**config.mk**
```make
export PLATFORM = sky130hd
export DESIGN_NAME = pipeline_hazard_interlock
export DESIGN_NICKNAME = d
export VERILOG_FILES = /design/src/rtl/hzi_pkg.sv /design/src/rtl/hzi_hazard.sv /design/src/rtl/hzi_pipe.sv /design/src/rtl/pipeline_hazard_interlock.sv
export SDC_FILE = /design/constraint.sdc
export NUM_CORES = 1
export LEC_CHECK = 0
export BUFFER_PORTS_ARGS = -buffer_cell sky130_fd_sc_hd__buf_2
export CAP_MARGIN = 20
export CORE_ASPECT_RATIO = 1.5
export CORE_MARGIN = 2
export CORE_UTILIZATION = 40
export DETAILED_ROUTE_END_ITERATION = 8
export HOLD_SLACK_MARGIN = 0.1
export PLACE_DENSITY = 0.64
export SLEW_MARGIN = 10
export SYNTH_ARGS = -nofsm -noshare
export SYNTH_HDL_FRONTEND = slang
export SYNTH_SLANG_ARGS = --single-unit
```
**constraint.sdc**
```tcl
create_clock -name i_clk -period 4 [get_ports i_clk]
set_clock_uncertainty 0.05 [all_clocks]
set_input_delay 0.6 -clock i_clk [delete_from_list [all_inputs] [get_ports i_clk]]
set_output_delay 0.6 -clock i_clk [all_outputs]
set_load 0.05 [all_outputs]
```
**src/rtl/hzi_pkg.sv**
```systemverilog
// Shared types, codes and decode helpers for the pipeline hazard interlock.
`default_nettype none
package hzi_pkg;

    // Width of the internal sequence tag and of the tag fields on the result
    localparam int TAG_BITS     = 8;
    localparam int OUT_TAG_BITS = 8;
    localparam int EXT_TAG_BITS = (TAG_BITS > OUT_TAG_BITS) ? TAG_BITS : OUT_TAG_BITS;
    localparam int REG_BITS     = 5;
    localparam int WORD_BITS    = 32;
    localparam int OPCODE_BITS  = 7;

    // Opcodes that read source registers
    localparam logic [OPCODE_BITS-1:0] OP_IMM = 7'h13;
    localparam logic [OPCODE_BITS-1:0] OP_REG = 7'h33;

    // ID status codes
    localparam logic [1:0] ID_EMPTY = 2'd0;
    localparam logic [1:0] ID_FIRST = 2'd1;
    localparam logic [1:0] ID_STALL = 2'd2;
    localparam logic [1:0] ID_ISSUE = 2'd3;

    typedef logic [TAG_BITS-1:0]     t_tag;
    typedef logic [REG_BITS-1:0]     t_reg;
    typedef logic [OUT_TAG_BITS-1:0] t_out_tag;

    typedef struct packed {
        logic                 valid;
        t_tag                 tag;
        logic [WORD_BITS-1:0] word;
    } t_fetch;

    typedef struct packed {
        logic valid;
        logic first;
        t_tag tag;
        t_reg dst;
        t_reg src_a;
        t_reg src_b;
    } t_decode;

    typedef struct packed {
        logic valid;
        t_tag tag;
        t_reg dst;
    } t_later;

    typedef struct packed {
        t_fetch  fetch;
        t_decode decode;
        t_later  ex;
        t_later  mem;
        t_later  wb;
    } t_stages;

    // Interlock decision for the current cycle
    typedef struct packed {
        logic [1:0] status;
        logic       hold;
    } t_ctrl;

    // Result item, last field in the lowest bits
    typedef struct packed {
        logic       fetch_taken;
        logic       stall_res;
        t_out_tag   wb_tag;
        logic       wb_valid;
        t_out_tag   mem_tag;
        logic       mem_valid;
        t_out_tag   ex_tag;
        logic       ex_valid;
        t_out_tag   id_tag;
        logic [1:0] id_status;
        t_out_tag   if_tag;
        logic       if_valid;
    } t_result;

    // Low bits of a tag as shown on the result, zero-extended if narrower
    function automatic t_out_tag out_tag(input t_tag tag);
        logic [EXT_TAG_BITS-1:0] ext;
        ext = EXT_TAG_BITS'(tag);
        return ext[OUT_TAG_BITS-1:0];
    endfunction

    // Decode an instruction word into its ID stage contents
    function automatic t_decode decode_word(input t_tag tag, input logic [WORD_BITS-1:0] w);
        t_decode d;
        d.valid = 1'b1;
        d.first = 1'b1;
        d.tag   = tag;
        d.dst   = w[11:7];
        d.src_a = '0;
        d.src_b = '0;
        if (w[OPCODE_BITS-1:0] == OP_IMM) begin
            d.src_a = w[19:15];
        end else if (w[OPCODE_BITS-1:0] == OP_REG) begin
            d.src_a = w[19:15];
            d.src_b = w[24:20];
        end
        return d;
    endfunction

endpackage
`default_nettype wire

```
**src/rtl/hzi_hazard.sv**
```systemverilog
// Hazard detection: ID status and hold decision from the current stage contents.
`default_nettype none
module hzi_hazard (
    input  hzi_pkg::t_stages i_stages,
    output hzi_pkg::t_ctrl   o_ctrl
);

    // A later stage blocks ID when it will write a register that ID reads
    function automatic logic blocks(input hzi_pkg::t_later s, input hzi_pkg::t_decode d);
        logic hit_a;
        logic hit_b;
        hit_a = (d.src_a != '0) && (d.src_a == s.dst);
        hit_b = (d.src_b != '0) && (d.src_b == s.dst);
        return s.valid && (s.dst != '0) && (hit_a || hit_b);
    endfunction

    logic any_block;

    assign any_block = blocks(i_stages.ex,  i_stages.decode)
                     | blocks(i_stages.mem, i_stages.decode)
                     | blocks(i_stages.wb,  i_stages.decode);

    // Classify ID: empty, first-cycle hold, hazard stall or issue
    always_comb begin
        if (!i_stages.decode.valid) begin
            o_ctrl.status = hzi_pkg::ID_EMPTY;
        end else if (i_stages.decode.first) begin
            o_ctrl.status = hzi_pkg::ID_FIRST;
        end else if (any_block) begin
            o_ctrl.status = hzi_pkg::ID_STALL;
        end else begin
            o_ctrl.status = hzi_pkg::ID_ISSUE;
        end
        o_ctrl.hold = (o_ctrl.status == hzi_pkg::ID_FIRST)
                   || (o_ctrl.status == hzi_pkg::ID_STALL);
    end

endmodule
`default_nettype wire

```
**src/rtl/hzi_pipe.sv**
```systemverilog
// Stage registers of the five-stage pipeline and the fetch tag counter.
`default_nettype none
module hzi_pipe (
    input  logic                              i_clk,
    input  logic                              i_rst_n,
    input  logic                              i_advance,
    input  logic                              i_offer,
    input  logic [hzi_pkg::WORD_BITS-1:0]     i_word,
    input  hzi_pkg::t_ctrl                    i_ctrl,
    output hzi_pkg::t_stages                  o_stages,
    output logic                              o_taken
);

    hzi_pkg::t_stages r_stages;
    hzi_pkg::t_stages n_stages;
    hzi_pkg::t_tag    r_next_tag;
    hzi_pkg::t_tag    n_next_tag;

    assign o_stages = r_stages;
    assign o_taken  = i_offer && !i_ctrl.hold;

    // Next stage contents for one tick
    always_comb begin
        n_stages   = r_stages;
        n_next_tag = r_next_tag;

        // Advance the back end unconditionally
        n_stages.wb  = r_stages.mem;
        n_stages.mem = r_stages.ex;
        if (i_ctrl.status == hzi_pkg::ID_ISSUE) begin
            n_stages.ex.valid = 1'b1;
            n_stages.ex.tag   = r_stages.decode.tag;
            n_stages.ex.dst   = r_stages.decode.dst;
        end else begin
            n_stages.ex = '0;
        end

        // Hold IF and ID, or move IF into ID and fetch
        if (i_ctrl.hold) begin
            n_stages.decode.first = 1'b0;
        end else begin
            if (r_stages.fetch.valid) begin
                n_stages.decode = hzi_pkg::decode_word(r_stages.fetch.tag,
                                                       r_stages.fetch.word);
            end else begin
                n_stages.decode = '0;
            end
            if (o_taken) begin
                n_stages.fetch.valid = 1'b1;
                n_stages.fetch.tag   = r_next_tag;
                n_stages.fetch.word  = i_word;
                n_next_tag           = hzi_pkg::TAG_BITS'(r_next_tag + 1'b1);
            end else begin
                n_stages.fetch = '0;
            end
        end
    end

    // Update state once per accepted item
    always_ff @(posedge i_clk) begin
        if (!i_rst_n) begin
            r_stages   <= '0;
            r_next_tag <= '0;
        end else if (i_advance) begin
            r_stages   <= n_stages;
            r_next_tag <= n_next_tag;
        end
    end

endmodule
`default_nettype wire

```
**src/rtl/pipeline_hazard_interlock.sv**
```systemverilog
// Top level of the pipeline hazard interlock: stream handshake and result register.
//
// Each input item is one clock tick of a five-stage in-order pipeline without
// forwarding; it may offer an instruction word (tuser high). The block reports
// the stage contents and interlock decision of that tick as one result item and
// then advances its stage registers. An item is accepted every clock cycle while
// the result register is empty or being drained, so the sustained rate is one
// item per cycle; the result appears in the cycle after acceptance, from the
// single result register behind the hazard logic. When the output is stalled
// the input is held off until the waiting result is taken.
`default_nettype none
module pipeline_hazard_interlock (
    input  logic        i_clk,
    input  logic        i_rst_n,
    input  logic        s_axis_tvalid,
    output logic        s_axis_tready,
    input  logic [31:0] s_axis_tdata,   // [31:0] fetch_word
    input  logic        s_axis_tuser,   // [0] fetch_valid
    output logic        m_axis_tvalid,
    input  logic        m_axis_tready,
    output logic [47:0] m_axis_tdata    // [0] if_valid, [8:1] if_tag, [10:9] id_status,
                                        // [18:11] id_tag, [19] ex_valid, [27:20] ex_tag,
                                        // [28] mem_valid, [36:29] mem_tag, [37] wb_valid,
                                        // [45:38] wb_tag, [46] stall_res, [47] fetch_taken
);

    hzi_pkg::t_stages stages;
    hzi_pkg::t_ctrl   ctrl;
    hzi_pkg::t_result result;
    logic             accept;
    logic             taken;

    logic             r_out_valid;
    hzi_pkg::t_result r_out;

    assign s_axis_tready = !r_out_valid || m_axis_tready;
    assign accept        = s_axis_tvalid && s_axis_tready;

    hzi_hazard u_hazard (
        .i_stages (stages),
        .o_ctrl   (ctrl)
    );

    hzi_pipe u_pipe (
        .i_clk     (i_clk),
        .i_rst_n   (i_rst_n),
        .i_advance (accept),
        .i_offer   (s_axis_tuser),
        .i_word    (s_axis_tdata),
        .i_ctrl    (ctrl),
        .o_stages  (stages),
        .o_taken   (taken)
    );

    // Assemble the result item; an empty stage shows tag zero
    always_comb begin
        result.if_valid    = stages.fetch.valid;
        result.if_tag      = stages.fetch.valid ? hzi_pkg::out_tag(stages.fetch.tag) : '0;
        result.id_status   = ctrl.status;
        result.id_tag      = stages.decode.valid ? hzi_pkg::out_tag(stages.decode.tag) : '0;
        result.ex_valid    = stages.ex.valid;
        result.ex_tag      = stages.ex.valid ? hzi_pkg::out_tag(stages.ex.tag) : '0;
        result.mem_valid   = stages.mem.valid;
        result.mem_tag     = stages.mem.valid ? hzi_pkg::out_tag(stages.mem.tag) : '0;
        result.wb_valid    = stages.wb.valid;
        result.wb_tag      = stages.wb.valid ? hzi_pkg::out_tag(stages.wb.tag) : '0;
        result.stall_res   = ctrl.hold;
        result.fetch_taken = taken;
    end

    // Result register: load on accept, drop when taken
    always_ff @(posedge i_clk) begin
        if (!i_rst_n) begin
            r_out_valid <= 1'b0;
        end else if (accept) begin
            r_out_valid <= 1'b1;
        end else if (m_axis_tready) begin
            r_out_valid <= 1'b0;
        end
    end

    always_ff @(posedge i_clk) begin
        if (accept) begin
            r_out <= result;
        end
    end

    assign m_axis_tvalid = r_out_valid;
    assign m_axis_tdata  = r_out;

endmodule
`default_nettype wire

```
Yosys cells after proc, flatten, opt, wreduce, memory -nomap -nowiden
Cells that the tools add are included.

storage, ports and cells
  register bits after elaboration = 158
  output and inout bits = 50
  logic and storage cells = 88

operators by class
  mux-type cells = 12
  reductions and logical operators = 29
  bitwise logic cells = 3
  equality and inequality tests = 11
  add/subtract/negate cells = 1

operators by type and width
  operator                                       number
  2-to-1 mux 41 bit                              1
  == test 5 bit                                  6
  2-to-1 mux 25 bit                              1
  nonzero test 5 bit                             5
  logical AND 1 bit                              14
  2-to-1 mux 14 bit                              1
  2-to-1 mux 10 bit                              1
  2-to-1 mux 5 bit                               2
  adder 8 x 1 -> 8 bit, second input constant    1
  == test 7 x 5 -> 1 bit, second input constant  1
  == test 7 x 6 -> 1 bit, second input constant  1
  logical OR 1 bit                               5
  == test 2 bit, second input constant           2
  2-to-1 mux 1 bit                               4
  2-to-1 mux 2 bit                               2
  AND reduction 3 bit                            1
  == test 2 x 1 -> 1 bit, second input constant  1
  zero test 1 bit                                2
  bitwise OR 1 bit                               2
  AND reduction 2 bit                            1
  nonzero test 2 bit                             1
  inverter 1 bit                                 1

Logic depth before layout (Yosys ltp)
  depth in word-level cells = 14
  depth in mapped cells = 13
  mapped depth without buffers = 11

Modules after synthesis
Synthesis repeated with hierarchy kept, for this count alone.

second synthesis, totals
  cells, all modules = 614
  area total of the unflattened synthesis = 6508.7 µm²

modules (own cells, without submodules)
  module                     area an instance (µm²)  cells each  times used
  hzi_pipe                   4321.6                  460         1
  pipeline_hazard_interlock  1749.2                  93          1
  hzi_hazard                 437.9                   61          1

Worst setup path before layout
Ideal clock, no wire load.

  kind = input to register
  start point = in m_axis_tready
  end point = reg r_out (netlist bit m_axis_tdata[0]), enable pin
  data arrival time = 2.715 ns
  stages on the path = 4
  path slack = 0.804 ns
  required time = 3.519 ns
  path through = nand2b_2 nand2_2 inv_2 clkbuf_1

between the ends
  longest elaborated chain between the ends = 2

RTL lines
  what                    RTL line                         text
  start: declaration      pipeline_hazard_interlock.sv:20  input logic m_axis_tready,
  logical OR 1 bit        pipeline_hazard_interlock.sv:36  assign s_axis_tready = !r_out_valid || m_axis_tready;
  logical AND 1 bit       pipeline_hazard_interlock.sv:37  assign accept = s_axis_tvalid && s_axis_tready;
  net accept              pipeline_hazard_interlock.sv:30  logic accept;
  end signal: assignment  pipeline_hazard_interlock.sv:84  r_out <= result;
  end: declaration        pipeline_hazard_interlock.sv:34  hzi_pkg::t_result r_out;

The timed path passes the listed nets, and every way through them passes these cells.
A chain may end at the register's enable or synchronous reset.

==> run metrics <==
largest net degree at the start of global routing=91; Worst Setup End Kind=flop; Overflow after GRT=0; max-slew violations=0; min Tclk post-route=3.380 ns; GR Util All Layers=15.35%; vias in the first global route=4279; total chip power=3.435 mW; Final Hold Vio Count=0; Synth Instances=597; Antenna Nets Post-Route=0; Routed met1 length=5.209 mm; Area Growth Syn to Fin=16.59%; final WL=12.19 mm; Avg Inst Size Synth=10.51 µm²; ANT cells=0; met3 WL=401 µm; Post-CTS Setup Inserts=0; Area after DPL=6733 µm²; # resized after CTS=0; sequential-to-total area share from yosys stat=57.10%; Initial Utilization=40.53%; clock sinks=155; CP arrival=3.62 ns; YS warnings=0; VDD IR-drop max=262.4 µV; CP top delay family=compound AO/OA/AOI/OAI gates; Synth area leaders=dfxtp_1 (34%), edfxtp_1 (23%), a21boi_0 (7.1%); syn nets=636; Hold Slack=0.3972 ns; first-pass GRT wire length=20.40 mm; crit path launch type=flop; DIE WIDTH=106.3 µm; Crit path buffers/inverters=0; I/O pin cnt=87; ys async rst share=0%; nets=692; leak pwr=2.757 nW; Via-to-Cell Ratio=4.931; final setup violation count=0; clk root buf=clkbuf_16; number of synthesized flops with an enable pin=48; WS Path Type=reg2reg; Max Freq=295.9 MHz; # fillers=1411; Hold Path Class=in2reg; critical-path maximum fanout=55; share of cells above drive strength 1=18.17%; Main synth FF type=dfxtp_1; vias post-DR=4285; initial antenna violation count=0; final worst setup slack=0.6199 ns; routed wl met2=6.316 mm; Post-Place Cells=836; CTS tree=built; post-detail-place hpwl=8.172 mm; Final Cycle Share=84.50%; largest area contributor in the netlist=dfxtp_1; Core Region=15480 µm²; status=complete, no violations; worst skew pair latency=0.41 ns; Cell Pwr Density=469.4 nW/µm²; RSZ-0062 raised after global routing=no; Synth Cell Area=6276 µm²; CP cell instances=nor4_4 -> a211oi_1 -> a22oi_2 -> o22ai_1 -> a221oi_2 -> ha_1 -> nand2b_2 -> a22oi_1 -> nor2b_1; row cnt=56; setup_tns=0 ns; register bit count reported by yosys=155; CP max stage cell=nand2b_2; clock-pin slew on the worst setup and hold paths=0.06 ns; Die H=157.4 µm; Final Non-Filler Cells=869; gpl congestion=0.8731; pre-CTS setup slack=0.6009 ns; CTS max path bufs=2; highest metal layer with signal wires=met4; port bufs=76; Slew headroom=31.14%; die area=16730 µm²; Worst-Margin Slew=1.033 ns; first drt pass iteration count=4; slowest stage delay, CP=0.70 ns; DR DRC count=0; Final Cell Area=7317 µm²; DR iter-0 viols=144; cts bufs inserted=17; Yosys cell types=42; routed wire length per instance=14.03 µm; Critical Path RT=4.24 ns; Post-CTS Hold Buffers=0; Final Util=47.25%; post-synth top area share=34.13%; H-tree depth=4; max-cap check violation count=0
==> power breakdown <==
part | leakage, nW | switching [mW] | internal, mW
Sequential | 1.35 | 0.0185 | 1.66
Combinational | 1.14 | 0.178 | 0.0603
Clock | 0.274 | 0.608 | 0.913
==> synth_stat cells (all sizes together) (5+ instances only) <==
cell	instances
a21boi	59
a22oi	36
a32oi	5
and2	45
buf	18
clkbuf	27
dfxtp	107
edfxtp	48
inv	8
nand2	102
nand3	23
nor2b	44
nor3	6
xnor2	14
xor2	23
==> cell usage in the layout, fill, tap and decap left out, drive strengths merged, types with 36 or more instances in the layout <==
cell	instances
dfxtp	107
nand2	102
buf	82
a21boi	59
edfxtp	48
and2	45
nor2b	44
a22oi	36
==> worst reg2reg max path, stage by stage (launching register included) <==
cell      delay (ns)
dfxtp_1         0.41
nor4_4          0.35
a211oi_1        0.17
a22oi_2         0.24
o22ai_1         0.14
a221oi_2        0.34
ha_1            0.35
nand2b_2        0.71
a22oi_1         0.43
nor2b_1         0.08
==> cell type report <==
type | count | area (µm²) | area share [%]
Clock buffer | 23 | 479.2 | 6.549
Clock inverter | 9 | 85.08 | 1.163
Inverter | 8 | 30.03 | 0.4104
Multi-Input combinational cell | 389 | 2447 | 33.45
Sequential cell | 155 | 3583 | 48.97
Tap cell | 203 | 254.0 | 3.471
Timing Repair Buffer | 82 | 437.9 | 5.985
==> per-layer routing <==
layer  track usage [%]  vias to the layer above
met5                 0                        -
met1             17.28                     2015
li1                  -                     2161
met4             6.642                        0
met3             3.520                       23
met2             27.56                       86
==> registers in the layout (all words and copies together) (netlist names) <==
| register | cells |
|---|---|
| u_pipe.r_next_tag | 8 |
| u_pipe.o_stages | 98 |
| m_axis_tvalid | 1 |
| m_axis_tdata | 48 |
==> worst paths after layout <==
path              slack [ns]           startpoint  cells past startpoint                  end
setup / recovery        0.62  u_pipe.o_stages[50]                      9  u_pipe.o_stages[74]
hold / removal          0.40     s_axis_tdata[10]                      3  u_pipe.o_stages[77]
setup reg to reg        0.62  u_pipe.o_stages[50]                      9  u_pipe.o_stages[74]
hold reg to reg         0.41  u_pipe.o_stages[12]                      2  u_pipe.o_stages[12]
==> cell families after synthesis <==
| logic type | synth area share (%) |
|---|---|
| and+or+nand+nor | 19.80 |
| buffers and inverters | 3.947 |
| adders and majority gates | 0.3987 |
| AOI/OAI and AO/OA | 13.44 |
| muxes | 0.1595 |
| DFF | 57.10 |
| xor gates and xnor gates | 5.163 |
Note: power is estimated with default switching activity, not from simulation.
